--- src/rtl/core/lbpc_pkg.sv ---
// Package for the LED blink pattern controller: widths, reset constants,
// register and command codes, payload structs and the hold duration table.
// No dependencies.
`default_nettype none

package lbpc_pkg;

  localparam int NumLedsDefault = 2;
  localparam int ReloadW        = 10;
  localparam int CodeW          = 4;
  localparam int PatternW       = 2 * CodeW;
  localparam int HoldW          = 7;
  localparam int CfgIdxW        = 2;
  localparam int CfgDataW       = 10;

  localparam logic [ReloadW-1:0] ReloadTicksRst   = 10'd20;
  localparam logic [CodeW-1:0]   AlwaysOffCodeRst = 4'd0;
  localparam logic [CodeW-1:0]   AlwaysOnCodeRst  = 4'd15;

  typedef enum logic [CfgIdxW-1:0] {
    CfgReloadTicks   = 2'd0,
    CfgAlwaysOffCode = 2'd1,
    CfgAlwaysOnCode  = 2'd2
  } cfg_idx_e;

  typedef enum logic {
    CmdTick = 1'b0,
    CmdSet  = 1'b1
  } cmd_e;

  typedef struct packed {
    logic             command;
    logic             led_index;
    logic [CodeW-1:0] on_code;
    logic [CodeW-1:0] off_code;
    logic             apply_now;
  } in_item_t;

  typedef struct packed {
    logic led0_lit;
    logic led1_lit;
  } out_item_t;

  typedef struct packed {
    logic [CfgIdxW-1:0]  index;
    logic [CfgDataW-1:0] data;
  } cfg_item_t;

  typedef struct packed {
    logic [ReloadW-1:0] reload_ticks;
    logic [CodeW-1:0]   always_off_code;
    logic [CodeW-1:0]   always_on_code;
  } cfg_t;

  // Per-LED command, already qualified by the accepted transaction.
  typedef struct packed {
    logic             tick;
    logic             set;
    logic             apply_now;
    logic [CodeW-1:0] on_code;
    logic [CodeW-1:0] off_code;
  } led_ctl_t;

  function automatic logic [HoldW-1:0] hold_duration(input logic [CodeW-1:0] code);
    logic [HoldW-1:0] dur;
    case (code)
      4'd0:    dur = 7'd0;
      4'd1:    dur = 7'd1;
      4'd2:    dur = 7'd2;
      4'd3:    dur = 7'd4;
      4'd4:    dur = 7'd6;
      4'd5:    dur = 7'd10;
      4'd6:    dur = 7'd16;
      4'd7:    dur = 7'd20;
      4'd8:    dur = 7'd24;
      4'd9:    dur = 7'd30;
      4'd10:   dur = 7'd36;
      4'd11:   dur = 7'd40;
      4'd12:   dur = 7'd50;
      4'd13:   dur = 7'd60;
      4'd14:   dur = 7'd100;
      default: dur = 7'h1F;
    endcase
    return dur;
  endfunction

endpackage

`default_nettype wire

--- src/rtl/core/lbpc_chan_if.sv ---
// Valid/ready channel interface used for the input, result and config ports.
// Payload type is a parameter; the structs come from lbpc_pkg.
`default_nettype none

interface lbpc_chan_if #(
  parameter type payload_t = logic
);
  logic     valid;
  logic     ready;
  payload_t payload;

  modport source (output valid, output payload, input ready);
  modport sink   (input valid, input payload, output ready);
endinterface

`default_nettype wire

--- src/rtl/core/lbpc_led.sv ---
// State and update logic of one LED: reload timer, hold counter, patterns.
// Depends on lbpc_pkg.
`default_nettype none

module lbpc_led (
  input  wire logic              clk_i,
  input  wire logic              rst_ni,
  input  wire lbpc_pkg::led_ctl_t ctl_i,
  input  wire lbpc_pkg::cfg_t     cfg_i,
  output logic                   lit_o
);

  logic                             lit_q, lit_d;
  logic [lbpc_pkg::HoldW-1:0]       hold_q, hold_d;
  logic [lbpc_pkg::ReloadW-1:0]     reload_q, reload_d;
  logic [lbpc_pkg::PatternW-1:0]    active_q, active_d;
  logic [lbpc_pkg::PatternW-1:0]    pending_q, pending_d;
  logic [lbpc_pkg::ReloadW-1:0]     reload_dec;
  logic [lbpc_pkg::PatternW-1:0]    set_pattern;
  logic [lbpc_pkg::CodeW-1:0]       on_c, off_c;

  assign reload_dec  = reload_q - 1'b1;
  assign set_pattern = {ctl_i.on_code, ctl_i.off_code};
  assign on_c        = active_d[lbpc_pkg::PatternW-1:lbpc_pkg::CodeW];
  assign off_c       = active_d[lbpc_pkg::CodeW-1:0];

  always_comb begin
    lit_d     = lit_q;
    hold_d    = hold_q;
    reload_d  = reload_q;
    active_d  = active_q;
    pending_d = pending_q;
    if (ctl_i.tick) begin
      // Advance the reload timer; on expiry take the pending pattern.
      if (reload_dec == '0) begin
        reload_d = cfg_i.reload_ticks;
        active_d = pending_q;
      end else begin
        reload_d = reload_dec;
      end
      if (hold_q != '0) begin
        hold_d = hold_q - 1'b1;
      end else if (off_c == cfg_i.always_off_code) begin
        lit_d = 1'b0;
      end else if (on_c == cfg_i.always_on_code) begin
        lit_d = 1'b1;
      end else if (lit_q) begin
        hold_d = lbpc_pkg::hold_duration(off_c);
        lit_d  = 1'b0;
      end else begin
        hold_d = lbpc_pkg::hold_duration(on_c);
        lit_d  = 1'b1;
      end
    end else if (ctl_i.set) begin
      pending_d = set_pattern;
      if (ctl_i.apply_now) begin
        active_d = set_pattern;
        reload_d = lbpc_pkg::ReloadW'(1);
        hold_d   = '0;
      end
    end
  end

  always_ff @(posedge clk_i or negedge rst_ni) begin
    if (!rst_ni) begin
      lit_q     <= 1'b0;
      hold_q    <= '0;
      reload_q  <= lbpc_pkg::ReloadTicksRst;
      active_q  <= '0;
      pending_q <= '0;
    end else begin
      lit_q     <= lit_d;
      hold_q    <= hold_d;
      reload_q  <= reload_d;
      active_q  <= active_d;
      pending_q <= pending_d;
    end
  end

  // Next drive level, captured by the result register in the same cycle.
  assign lit_o = lit_d;

endmodule

`default_nettype wire

--- src/rtl/core/led_blink_pattern_controller_top.sv ---
// LED blink pattern controller, top level.
// A result is valid in the cycle after its command transaction is accepted.
// Throughput: one command per cycle while the sink takes results; set by the
// single result register and per-LED update logic that completes in one pass.
// Reset: rst_ni (async, active low) clears the LED state, loads the reload
// timers with the reset reload period and restores the config registers.
`default_nettype none

module led_blink_pattern_controller_top #(
  parameter int NUM_LEDS = lbpc_pkg::NumLedsDefault
) (
  input  wire logic    clk_i,
  input  wire logic    rst_ni,
  lbpc_chan_if.sink    in_i,
  lbpc_chan_if.source  out_o,
  lbpc_chan_if.sink    cfg_i
);

  lbpc_pkg::cfg_t      cfg_q;
  lbpc_pkg::in_item_t  in_item;
  lbpc_pkg::cfg_item_t cfg_item;
  lbpc_pkg::out_item_t out_q;
  logic                out_valid_q;
  logic                in_ready;
  logic                in_acc;
  logic                cfg_acc;
  logic [NUM_LEDS-1:0] lit_next;

  assign in_item  = in_i.payload;
  assign cfg_item = cfg_i.payload;

  // Config writes are always taken; an index past the register list is dropped.
  assign cfg_i.ready = 1'b1;
  assign cfg_acc     = cfg_i.valid;

  always_ff @(posedge clk_i or negedge rst_ni) begin
    if (!rst_ni) begin
      cfg_q.reload_ticks    <= lbpc_pkg::ReloadTicksRst;
      cfg_q.always_off_code <= lbpc_pkg::AlwaysOffCodeRst;
      cfg_q.always_on_code  <= lbpc_pkg::AlwaysOnCodeRst;
    end else if (cfg_acc) begin
      case (lbpc_pkg::cfg_idx_e'(cfg_item.index))
        lbpc_pkg::CfgReloadTicks:
          cfg_q.reload_ticks <= cfg_item.data[lbpc_pkg::ReloadW-1:0];
        lbpc_pkg::CfgAlwaysOffCode:
          cfg_q.always_off_code <= cfg_item.data[lbpc_pkg::CodeW-1:0];
        lbpc_pkg::CfgAlwaysOnCode:
          cfg_q.always_on_code <= cfg_item.data[lbpc_pkg::CodeW-1:0];
        default: ;
      endcase
    end
  end

  // Accept a new command whenever the result register is empty or is being
  // drained in this cycle, so commands can stream back to back.
  assign in_ready   = !out_valid_q || out_o.ready;
  assign in_i.ready = in_ready;
  assign in_acc     = in_i.valid && in_ready;

  // One update slice per LED. A set command only reaches the LED it names;
  // an index with no LED behind it reaches none.
  for (genvar k = 0; k < NUM_LEDS; k++) begin : g_led
    lbpc_pkg::led_ctl_t ctl;

    assign ctl.tick      = in_acc && (in_item.command == lbpc_pkg::CmdTick);
    assign ctl.set       = in_acc && (in_item.command == lbpc_pkg::CmdSet) &&
                           (32'(in_item.led_index) == k);
    assign ctl.apply_now = in_item.apply_now;
    assign ctl.on_code   = in_item.on_code;
    assign ctl.off_code  = in_item.off_code;

    lbpc_led u_led (
      .clk_i  (clk_i),
      .rst_ni (rst_ni),
      .ctl_i  (ctl),
      .cfg_i  (cfg_q),
      .lit_o  (lit_next[k])
    );
  end

  // Result register: hold until the sink takes it, load on every accepted
  // command with the drive levels after that command's update.
  always_ff @(posedge clk_i or negedge rst_ni) begin
    if (!rst_ni) begin
      out_valid_q <= 1'b0;
    end else if (in_acc) begin
      out_valid_q <= 1'b1;
    end else if (out_o.ready) begin
      out_valid_q <= 1'b0;
    end
  end

  always_ff @(posedge clk_i) begin
    if (in_acc) begin
      out_q.led0_lit <= lit_next[0];
      if (NUM_LEDS > 1) begin
        out_q.led1_lit <= lit_next[(NUM_LEDS > 1) ? 1 : 0];
      end else begin
        out_q.led1_lit <= 1'b0;
      end
    end
  end

  assign out_o.valid   = out_valid_q;
  assign out_o.payload = out_q;

endmodule

`default_nettype wire

--- src/flat_wrapper.sv ---
// flat-port wrapper written by rule: the top's interface ports become plain ports
module led_blink_pattern_controller_top_flat import lbpc_pkg::*;
#(
  parameter int NUM_LEDS = lbpc_pkg::NumLedsDefault
)
  (clk_i, rst_ni, in_i_valid, in_i_payload, in_i_ready, out_o_valid, out_o_payload, out_o_ready, cfg_i_valid, cfg_i_payload, cfg_i_ready);
  lbpc_chan_if #(.payload_t(in_item_t)) in_i_i ();
  lbpc_chan_if #(.payload_t(out_item_t)) out_o_i ();
  lbpc_chan_if #(.payload_t(cfg_item_t)) cfg_i_i ();
  input  wire logic clk_i;
  input  wire logic rst_ni;
  input wire logic [$bits(in_i_i.valid)-1:0] in_i_valid;
  input wire logic [$bits(in_i_i.payload)-1:0] in_i_payload;
  output wire logic [$bits(in_i_i.ready)-1:0] in_i_ready;
  output wire logic [$bits(out_o_i.valid)-1:0] out_o_valid;
  output wire logic [$bits(out_o_i.payload)-1:0] out_o_payload;
  input wire logic [$bits(out_o_i.ready)-1:0] out_o_ready;
  input wire logic [$bits(cfg_i_i.valid)-1:0] cfg_i_valid;
  input wire logic [$bits(cfg_i_i.payload)-1:0] cfg_i_payload;
  output wire logic [$bits(cfg_i_i.ready)-1:0] cfg_i_ready;
  assign in_i_i.valid = in_i_valid;
  assign in_i_i.payload = in_i_payload;
  assign in_i_ready = in_i_i.ready;
  assign out_o_valid = out_o_i.valid;
  assign out_o_payload = out_o_i.payload;
  assign out_o_i.ready = out_o_ready;
  assign cfg_i_i.valid = cfg_i_valid;
  assign cfg_i_i.payload = cfg_i_payload;
  assign cfg_i_ready = cfg_i_i.ready;
  led_blink_pattern_controller_top #(.NUM_LEDS(NUM_LEDS)) u_core (.clk_i(clk_i), .rst_ni(rst_ni), .in_i(in_i_i), .out_o(out_o_i), .cfg_i(cfg_i_i));
endmodule
--- config.mk ---
export PLATFORM = sky130hd
export DESIGN_NAME = led_blink_pattern_controller_top_flat
export DESIGN_NICKNAME = d
export VERILOG_FILES = /design/src/rtl/core/lbpc_pkg.sv /design/src/rtl/core/lbpc_chan_if.sv /design/src/rtl/core/lbpc_led.sv /design/src/rtl/core/led_blink_pattern_controller_top.sv /design/src/flat_wrapper.sv
export SDC_FILE = /design/constraint.sdc
export NUM_CORES = 1
export LEC_CHECK = 0
export BUFFER_PORTS_ARGS = -buffer_cell sky130_fd_sc_hd__buf_4
export CORE_ASPECT_RATIO = 1.2
export CORE_UTILIZATION = 60
export DETAILED_ROUTE_END_ITERATION = 8
export PLACE_DENSITY = 0.78
export SLEW_MARGIN = 20
export SYNTH_ARGS = -nofsm -noshare
export SYNTH_HDL_FRONTEND = slang
export SYNTH_HIERARCHICAL = 1
export SYNTH_SLANG_ARGS = --single-unit
--- constraint.sdc ---
create_clock -name clk_i -period 4.15 [get_ports clk_i]
set_input_delay 0.83 -clock clk_i [delete_from_list [all_inputs] [get_ports clk_i]]
set_output_delay 0.83 -clock clk_i [all_outputs]
set_load 0.02 [all_outputs]
# == After elaboration in Yosys (flattened, before gate mapping) ==
# Memory sizes are Yosys's and may differ from the RTL's.
# Cells that the tools add are included.
# word_totals
reg_bits,89
rom_bits,448
memories,4
# op_classes
addsub,4
n_eq_ne,10
muxes,40
bitwise_logic,3
reduce_logical,25
# mem_list
memory,depth,width,rd,rd_clocked_by_memory_dff,write_ports,line,source
(no name shown),16,7,1,0,0,lbpc_pkg.sv:66,case (code)
(no name shown),16,7,1,0,0,lbpc_pkg.sv:66,
(no name shown),16,7,1,0,0,lbpc_pkg.sv:66,
(no name shown),16,7,1,0,0,lbpc_pkg.sv:66,
# ops
operator,count
$mux 7,13
$mux 10,7
$mux 8,8
$logic_not 10->1,2
$sub 10x1->10 const B,2
$eq 4x4->1,4
$reduce_and 2->1,7
$reduce_bool 7->1,2
$sub 7x1->7 const B,2
$mux 1,12
$ne 3x3->1 const B,4
$reduce_and 4->1,2
$reduce_bool 2->1,4
$logic_and 1x1->1,5
$not 1->1,3
$eq 2x1->1 const B,1
$eq 2x2->1 const B,1
$logic_not 2->1,1
$logic_not 1->1,1
$logic_or 1x1->1,1

# == Longest topological paths before layout ==
# Gate-level depths: netlist (run 1).
# An unclocked memory read counts as a cell.
# depth
depth_word,13
mapped_depth,18

# == Hierarchy ==
# Netlist (run 1), hierarchy kept.
# modules_own_cells
module,instances,cells_per_inst,area_per_inst_um2,seq_area_each_um2
lbpc_led at u_core.g_led[1].u_led,1,337,2776.4,853.3
lbpc_led at u_core.g_led[0].u_led,1,316,2712.6,853.3
led_blink_pattern_controller_top,1,54,840.8,543.0

# == Least setup slack after synthesis (run 1) ==
# No wires, ideal clock.
# synth_timing
path_type,input to register
from,input in_i_valid
to,register u_core/g_led[0].u_led/hold_q[3] (netlist bit)
arrival_time_ns,3.713
required_ns,4.060
path_slack_ns,0.347
stages,12
cell_sequence,inv_1 > nor3_1 > buf_1 > clkbuf_1 > a221oi_1 > nor2_1 > inv_1 > ha_1 > nor3_1 > a211oi_1 > or4b_1 > o221ai_1
# synth_rtl
item,line,source
start: declaration,flat_wrapper.sv:12,input wire logic [$bits(in_i_i.valid)-1:0] in_i_valid;
end signal: assignment,lbpc_led.sv:73,hold_q <= hold_d;
end: declaration,lbpc_led.sv:14,"logic [lbpc_pkg::HoldW-1:0] hold_q, hold_d;"

# == Worst setup path after layout (run 1) ==
# layout_timing
from,register u_core/g_led[1].u_led/reload_q[0] (netlist bit)
to,register u_core/g_led[1].u_led/hold_q[2] (netlist bit)
# layout_between
elab_chain_len,10
elab_cells_between_ends,16
cone_classes,add/sub: 1; eq/ne: 4; mux: 7; reduce/logical: 2; memory: 2
# layout_rtl
item,line,source
start: declaration,lbpc_led.sv:15,"logic [lbpc_pkg::ReloadW-1:0] reload_q, reload_d;"
start signal: assignment,lbpc_led.sv:68,reload_q <= lbpc_pkg::ReloadTicksRst;
start signal: assignment,lbpc_led.sv:74,reload_q <= reload_d;
$sub 10x1->10 (*),lbpc_led.sv:22,assign reload_dec = reload_q - 1'b1;
$logic_not 10->1 (*),lbpc_led.sv:35,if (reload_dec == '0) begin
$mux 8 (*),lbpc_led.sv:35,
$mux 8 (*),lbpc_led.sv:33,if (ctl_i.tick) begin
$mem_v2 16x7,n/a,
$mux 7,lbpc_led.sv:47,end else if (lit_q) begin
$mux 7,lbpc_led.sv:45,end else if (on_c == cfg_i.always_on_code) begin
$mux 7,lbpc_led.sv:43,end else if (off_c == cfg_i.always_off_code) begin
$mux 7,lbpc_led.sv:41,if (hold_q != '0) begin
$mux 7,lbpc_led.sv:33,
end signal: assignment,lbpc_led.sv:73,
end: declaration,lbpc_led.sv:14,
# Mark *: on every way between the ends. The rest lies on a longest branch, timed or not. The select of a mux whose other input is x is not followed.
# A chain may end at the register's enable or synchronous reset.

==> run_results.csv, run 1 <==
group,metric,value,unit
yosys,synth-edff-count,2,
yosys,ys_warn_count,6,
floorplan,io_pins,33,
power,p_int,0.00289,W
sta,skew,0.00785,ns
clock_tree,clockBufferDepth,2,
grt,grt_pass1_wl,28700,um
clock_tree,clk_latency,0.35,ns
power,power_switching_share,47.3,%
yosys,synth_area,0.00633,sq mm
sta,hold_ws,0.509,ns
setup_path,worstPathArrival,4.24,ns
grt,grt_pass1_vias,5816,
power,p_comb_share,56.0,%
sta,post-route-period-util,96.3,%
power,clockPowerShare,15.3,%
setup_path,worst_path_most_repeated_cell,"inv_1",
placement,dp_slack,0.136,ns
detailed_routing,ant_nets,0,
cells_and_area,final_cells,869,
sta,setup_ws,0.156,ns
yosys,synth_ff_type,"dfrtp_1",
cells_and_area,nets,779,
clock_tree,clk_pin_slew,0.07,ns
yosys,synth_nets,748,
detailed_routing,wl,17800,um
power,max-vdd-ir-drop,424,uV
power,p_per_area,776,mW/mm^2
setup_path,path_delay_family,"compound AO/OA/AOI/OAI gates",
power,switchingPower,0.00260,W
setup_path,rrSetupSlack,0.16,ns
grt,grt-ovfl-total,0,
floorplan,start_util,62.3,%
setup_path,crit_chain,"inv_1, ha_1, or3b_1, o32a_1, o32a_2, o311ai_2, and2_1, inv_1, ha_1, inv_1, o31ai_1, a21boi_0, o32ai_1, o31a_1, a31o_1",
clock_tree,clock-sinks,89,
yosys,syn-instance-count,707,
cells_and_area,synthToLayoutAreaGrowth,11.6,%
setup_path,worst_setup_path_end_kind,"flop",
grt,grt_antenna_before_repair,1,
detailed_routing,viasPerCell,6.99,
setup_path,cp_max_fo,10,
cells_and_area,fin_area,0.00706,sq mm
setup_path,slowest_stage,"or3b_1",
setup_path,critPathBufInv,3,
yosys,ys_types,93,
floorplan,chipWidth,95.8,um
yosys,syn_area_per_cell,8.95,sq um
power,p_seq_share,28.7,%
grt,grtUsageTotal,34.0,%
detailed_routing,num_vias,6072,
floorplan,rows,40,
floorplan,die_h,115,um
yosys,yosysSeqAreaShare,35.5,%
sta,fmax,250,MHz
sta,hold_violations,0,
sta,worst_pin_slew,0.849,ns
cells_and_area,drive_above_1_share,23.0,%
floorplan,dieArea,0.0110,sq mm
worst_hold_path,hp-class,"flop to flop",
setup_path,slowest_delay,0.48,ns
grt,grt_max_degree,66,
sta,drv_slew,0,
setup_path,cp-start-kind,"flop",
sta,report.final.setup_viol,0,
placement,placed_cells,853,
yosys,synthArstFlopShare,97.8,%
yosys,ys_ff_latch,89,
detailed_routing,first_pass_iters,5,
floorplan,coreArea,0.0102,sq mm
placement,place_area,0.00674,sq mm
placement,place_hpwl,13000,um
clock_tree,htreeDepth,3,
placement,port_buffers,31,
placement,gp_congestion,0.917,
detailed_routing,drt_iter0_markers,506,
cells_and_area,antenna_cells,0,
detailed_routing,wire_per_inst,20.5,um
sta,min_period,3.99,ns
status,outcome,"complete, no violations",
setup_path,required,4.39,ns
cells_and_area,fin_util,69.5,%
clock_tree,cts_root_buf,"clkbuf_16",
clock_tree,cts_tree,"done",
setup_path,critical_path_class,"flop to flop",
detailed_routing,drc_errors,0,
sta,slew_headroom,42.9,%
flow_run,maxCapViolations,0,
power,p_leak,2.95,nW
clock_tree,cts_setup_buffers,0,
clock_tree,cts_buffers,9,
-- worst register-to-register path: stages, from the launching register on --
cell,delay [ns]
dfrtp_1,0.47
inv_1,0.09
ha_1,0.21
or3b_1,0.48
o32a_1,0.39
o32a_2,0.32
o311ai_2,0.41
and2_1,0.20
inv_1,0.07
ha_1,0.28
inv_1,0.04
o31ai_1,0.08
a21boi_0,0.28
o32ai_1,0.12
o31a_1,0.26
a31o_1,0.20
-- cell usage after synthesis (all sizes together) (7+ instances only) --
cell type / count / area share (%)
dfrtp: 77 / 30
nand2: 63 / 3.8
nor2: 50 / 3.0
o21ai: 46 / 3.6
a21oi: 39 / 3.2
inv: 39 / 2.3
mux2: 37 / 6.6
nand3: 24 / 2.0
clkbuf: 22 / 1.3
nor3: 22 / 1.9
buf: 19 / 2.0
a211oi: 14 / 1.7
a31oi: 13 / 1.3
ha: 13 / 2.6
and3: 11 / 1.1
dfstp: 10 / 4.2
o31ai: 10 / 1.3
o22ai: 9 / 0.99
a21o: 8 / 0.95
a311oi: 7 / 1.1
a31o: 7 / 0.97
and4: 7 / 0.97
and4b: 7 / 1.1
nor4: 7 / 0.99
o311ai: 7 / 1.2
or4: 7 / 0.95
-- per-layer routing --
layer  routed length [um]  global-route usage (%)
met4                 1020                    20.6
met5                   13                       0
met2                 8930                    57.9
met1                 6940                    39.7
met3                  934                    5.25
-- cells by family (layout without fill, tap and decap cells) --
family	after synthesis	after routing	share of synthesized area (%)
AOI/OAI and AO/OA	227	227	26.3
DFF	89	89	35.5
muxes	42	42	7.37
and+or+nand+nor	248	248	21.6
buffers and inverters	81	117	5.73
xor gates and xnor gates	6	6	0.830
other	1	1	0.0592
adders and majority gates	13	13	2.57
-- what timing repair did --
item | in CTS | in global routing
endpoints found under the setup margin | 0 | 8
hold buffers | 0 | 0
gates resized for setup | 0 | 8
-- power groups by stage --
stage	registers [W]	logic [W]	clock network, W
3_3_place_gp	0.00156	0.00285	0
6_report	0.00157	0.00307	0.000841
5_1_grt	0.00161	0.00334	0.000879
4_1_cts	0.00156	0.00297	0.000847
2_1_floorplan	0.00141	0.00233	0
3_5_place_dp	0.00156	0.00295	0
-- cell type report --
cell class / instances / area (sq um)
Clock buffer: 10 / 229
Clock inverter: 6 / 67.6
Fill cell: 819 / 3100
Inverter: 40 / 150
Multi-Input combinational cell: 537 / 3750
Sequential cell: 89 / 2250
Tap cell: 126 / 158
Timing Repair Buffer: 61 / 458
-- cell usage in the layout, fill, tap and decap left out, drive strengths merged, types with 7 or more instances in the layout --
cell and count:
nand2 63, dfrtp 77, a31oi 13, and4 7, and3 11, nor4 7
nor3 22, nand3 24, a211oi 14, a311oi 7, nor2 50, ha 13
buf 61, o311ai 7, clkbuf 10, inv 40, mux2 37, dfstp 10
or4 7, o22ai 9, a21oi 39, o31ai 10, a31o 7, a21o 8
and4b 7, o21ai 46
-- path summary, 6_finish.rpt --
check	startpoint	cells past startpoint	to
hold reg to reg	u_core/g_led[1].u_led/pending_q[6]	1	u_core/g_led[1].u_led/pending_q[6]
hold / removal	u_core/g_led[1].u_led/pending_q[6]	1	u_core/g_led[1].u_led/pending_q[6]
setup / recovery	u_core/g_led[1].u_led/reload_q[0]	15	u_core/g_led[1].u_led/hold_q[2]
min in group asynchronous	rst_ni	1	u_core/g_led[1].u_led/hold_q[2]
setup reg to reg	u_core/g_led[1].u_led/reload_q[0]	15	u_core/g_led[1].u_led/hold_q[2]
max in group asynchronous	rst_ni	2	u_core/g_led[0].u_led/reload_q[2]
-- per-stage QoR --
stage,TNS (ns),power (W)
floorplan,0,0.00374
global placement,0,0.00441
detailed placement,0,0.00452
CTS,0,0.00537
global route,-0.00297,0.00583
finish,0,0.00548
-- sequential cells by signal, summed over array words and instances, names as in the netlist --
signal                        flops
u_core/g_led.u_led/pending_q     16
u_core/cfg_q                     18
u_core/out_o.payload              2
u_core/out_o.valid                1
u_core/g_led.u_led/lit_q          2
u_core/g_led.u_led/active_q      16
u_core/g_led.u_led/hold_q        14
u_core/g_led.u_led/reload_q      20
(Power assumes the default switching activity.)
==> inputs of run 2 (changes only) <==
--- a/config.mk
+++ b/config.mk
@@ -6,9 +6,10 @@
 export NUM_CORES = 1
 export LEC_CHECK = 0
+export ABC_CLOCK_PERIOD_IN_PS = 3400
 export BUFFER_PORTS_ARGS = -buffer_cell sky130_fd_sc_hd__buf_4
 export CORE_ASPECT_RATIO = 1.2
-export CORE_UTILIZATION = 60
+export CORE_UTILIZATION = 56
 export DETAILED_ROUTE_END_ITERATION = 8
-export PLACE_DENSITY = 0.78
+export PLACE_DENSITY = 0.77
 export SLEW_MARGIN = 20
 export SYNTH_ARGS = -nofsm -noshare
==> constraint.sdc (replaced) <==
create_clock -name clk_i -period 3.4 [get_ports clk_i]
set_input_delay 0.68 -clock clk_i [delete_from_list [all_inputs] [get_ports clk_i]]
set_output_delay 0.68 -clock clk_i [all_outputs]
set_load 0.005 [all_outputs]
==> run 2 against run 1 <==
  * The run now ends with setup timing left
  * Routed wire length is 26% higher
  * Worst setup slack worse by 0.39 ns
  * Highest routed layer is now met4
  * Clock power is 24% higher
  * Clock skew is 0.00069 ns lower
  * Global-route usage is 1.5 points higher
  * Final area is 23% higher
  * Die area is 7.0% higher
  * Maximum frequency is 9.9% higher
  * Combinational power is 97% higher
  * Sequential share of layout area is 6.0 points lower
  * Register-to-register slack worse by 0.39 ns
  * Cell count is 14% higher
==> run_results.csv, run 2 (synthesis gave the netlist of run 1 again) <==
group,metric,value,unit
status,outcome,"complete, but fails checks",
status,failed_checks,"setup timing",
power,max-vdd-ir-drop,724,uV
placement,gp_congestion,0.945,
setup_path,slowest_stage,"dfrtp_1",
grt,grt_antenna_before_repair,0,
detailed_routing,drc_errors,0,
sta,finalSetupTns,-1.30,ns
cells_and_area,multiInputGateArea,0.00442,sq mm
flow_run,maxCapViolations,0,
setup_path,rrSetupSlack,-0.23,ns
worst_hold_path,hp-class,"primary input to async pin",
setup_path,critical_path_class,"flop to flop",
sta,hold_violations,0,
floorplan,io_pins,33,
sta,min_period,3.63,ns
power,p_leak,3.67,nW
setup_path,worstPathArrival,3.88,ns
sta,slew_headroom,43.5,%
setup_path,crit_chain,"inv_2, ha_4, or3b_4, o31ai_1, buf_4, and3_4, nand4_1, a31o_1, buf_4, xnor2_1, o22ai_2, and4_1, a311o_1",
power,switchingPower,0.00419,W
floorplan,coreArea,0.0110,sq mm
setup_path,critPathBufInv,3,
detailed_routing,wire_per_inst,22.6,um
cells_and_area,largestRegisters,"u_core/g_led.u_led/reload_q (20), u_core/cfg_q (18)",
cells_and_area,antenna_cells,0,
clock_tree,htreeDepth,3,
clock_tree,clk_pin_slew,0.07,ns
setup_path,rr_worst_depth,13,
detailed_routing,viasPerCell,6.90,
sta,report.final.setup_viol,12,
placement,place_area,0.00754,sq mm
power,power_switching_share,46.3,%
detailed_routing,first_pass_iters,6,
power,p_per_area,1040,mW/mm^2
sta,worst_pin_slew,0.844,ns
cells_and_area,synthToLayoutAreaGrowth,37.3,%
power,p_comb_share,66.9,%
sta,post-route-period-util,107,%
cells_and_area,nets,898,
floorplan,chipWidth,99.1,um
detailed_routing,num_vias,6860,
cells_and_area,mostFrequentLayoutCells,"buf_4 (167), dfrtp_1 (77), nand2_1 (62)",
setup_path,critPathLaunch,"u_core/g_led[1].u_led/reload_q[1]",
clock_tree,clockBufferDepth,2,
setup_path,worst_setup_path_end_kind,"flop",
clock_tree,clk_latency,0.35,ns
setup_path,cp.depth,13,
setup_path,crit_end,"u_core/g_led[1].u_led/hold_q[0]",
sta,hold_ws,0.426,ns
power,p_int,0.00486,W
placement,port_buffers,31,
grt,grtUsageTotal,35.5,%
clock_tree,cts_tree,"done",
grt,grt_max_degree,64,
setup_path,rr_startpoint,"u_core/g_led[1].u_led/reload_q[1]",
sta,fmax,275,MHz
cells_and_area,nFillCells,709,
power,clockPowerShare,11.5,%
floorplan,dieArea,0.0117,sq mm
sta,skew,0.00717,ns
setup_path,path_delay_family,"simple AND/OR/NAND/NOR gates",
clock_tree,cts_root_buf,"clkbuf_16",
detailed_routing,wl,22400,um
grt,grt_pass1_wl,32600,um
sta,drv_slew,0,
placement,dp_slack,-0.264,ns
setup_path,cp-start-kind,"flop",
setup_path,r2r-end,"u_core/g_led[1].u_led/hold_q[0]",
grt,grt-ovfl-total,0,
setup_path,cp_max_fo,13,
cells_and_area,top_register,"u_core/g_led.u_led/reload_q",
power,p_seq_share,21.7,%
setup_path,slowest_delay,0.44,ns
placement,place_hpwl,14600,um
cells_and_area,drive_above_1_share,42.6,%
detailed_routing,drt_iter0_markers,573,
clock_tree,ctsHoldBuffers,0,
clock_tree,clock-sinks,89,
grt,grt_pass1_vias,6489,
cells_and_area,regArea,0.00225,sq mm
sta,setup_ws,-0.234,ns
cells_and_area,layout_commonest_cell,"buf_4",
floorplan,die_h,118,um
cells_and_area,fin_area,0.00869,sq mm
floorplan,start_util,57.4,%
detailed_routing,ant_nets,0,
setup_path,required,3.64,ns
setup_path,worst_path_most_repeated_cell,"buf_4",
cells_and_area,largest_reg_flops,20,
floorplan,rows,42,
clock_tree,cts_buffers,9,
sta,rsz0062_at_grt,"yes",
## run 2: cell type report
class | count | share of cell area (%)
Timing Repair Buffer | 180 | 16.1
Clock inverter | 7 | 0.892
Clock buffer | 9 | 2.59
Multi-Input combinational cell | 537 | 50.9
Tap cell | 132 | 1.90
Sequential cell | 89 | 25.9
Inverter | 40 | 1.73
## run 2: timing repair
action | CTS | global route
setup buffers | 9 | 15
endpoints found under the setup margin | 16 | 15
resized for setup | 37 | 90
pin swaps | 10 | 41
gates cloned | 0 | 2
## run 2: through the flow
step,total power [W],instances,utilization (%)
after global placement,0.00628,953,68.4
after floorplan,0.00471,707,-
after CTS,0.00792,978,73.4
after global routing,0.00952,994,78.8
final,0.00905,994,78.8
after detailed placement,0.00644,953,68.4
## run 2: power by group through the flow
stage               sequential [W]  clock [W]  combinational (W)
global placement           0.00186          0            0.00442
global route               0.00200    0.00108            0.00644
finish                     0.00196    0.00104            0.00606
CTS                        0.00189    0.00104            0.00499
floorplan                  0.00173          0            0.00299
detailed placement         0.00187          0            0.00457
## run 2: how the worst min path moves through the flow
stage,start,end,cells past startpoint
6_report,rst_ni,u_core/g_led[1].u_led/active_q[5],1
5_1_grt,rst_ni,u_core/g_led[1].u_led/active_q[5],1
4_1_cts,rst_ni,u_core/g_led[1].u_led/active_q[5],1
3_5_place_dp,u_core/g_led[1].u_led/pending_q[3],u_core/g_led[1].u_led/pending_q[3],1
3_3_place_gp,u_core/g_led[1].u_led/pending_q[0],u_core/g_led[1].u_led/pending_q[0],1
2_1_floorplan,rst_ni,u_core/cfg_q[11],0
## run 2: worst register-to-register path, delay by kind of cell, from the launching register on
family                   cells  cell delay, ns
AO/OA/AOI/OAI                4            1.06
flip-flops                   1            0.44
adder cells (fa/ha/maj)      1            0.13
XOR/XNOR                     1            0.28
AND/OR/NAND/NOR              4            1.13
buffers and inverters        3            0.47
## run 2: per-layer routing
| metal | share of wire, % | vias to the layer above | wire (um) | global-route usage, % |
|---|---|---|---|---|
| met4 | 6.6 | 0 | 1470 | 19.0 |
| met3 | 6.1 | 139 | 1370 | 4.55 |
| li1 | - | 2998 | - | - |
| met5 | 0 | - | 0 | 0 |
| met1 | 37 | 3327 | 8320 | 41.4 |
| met2 | 50 | 396 | 11300 | 62.9 |
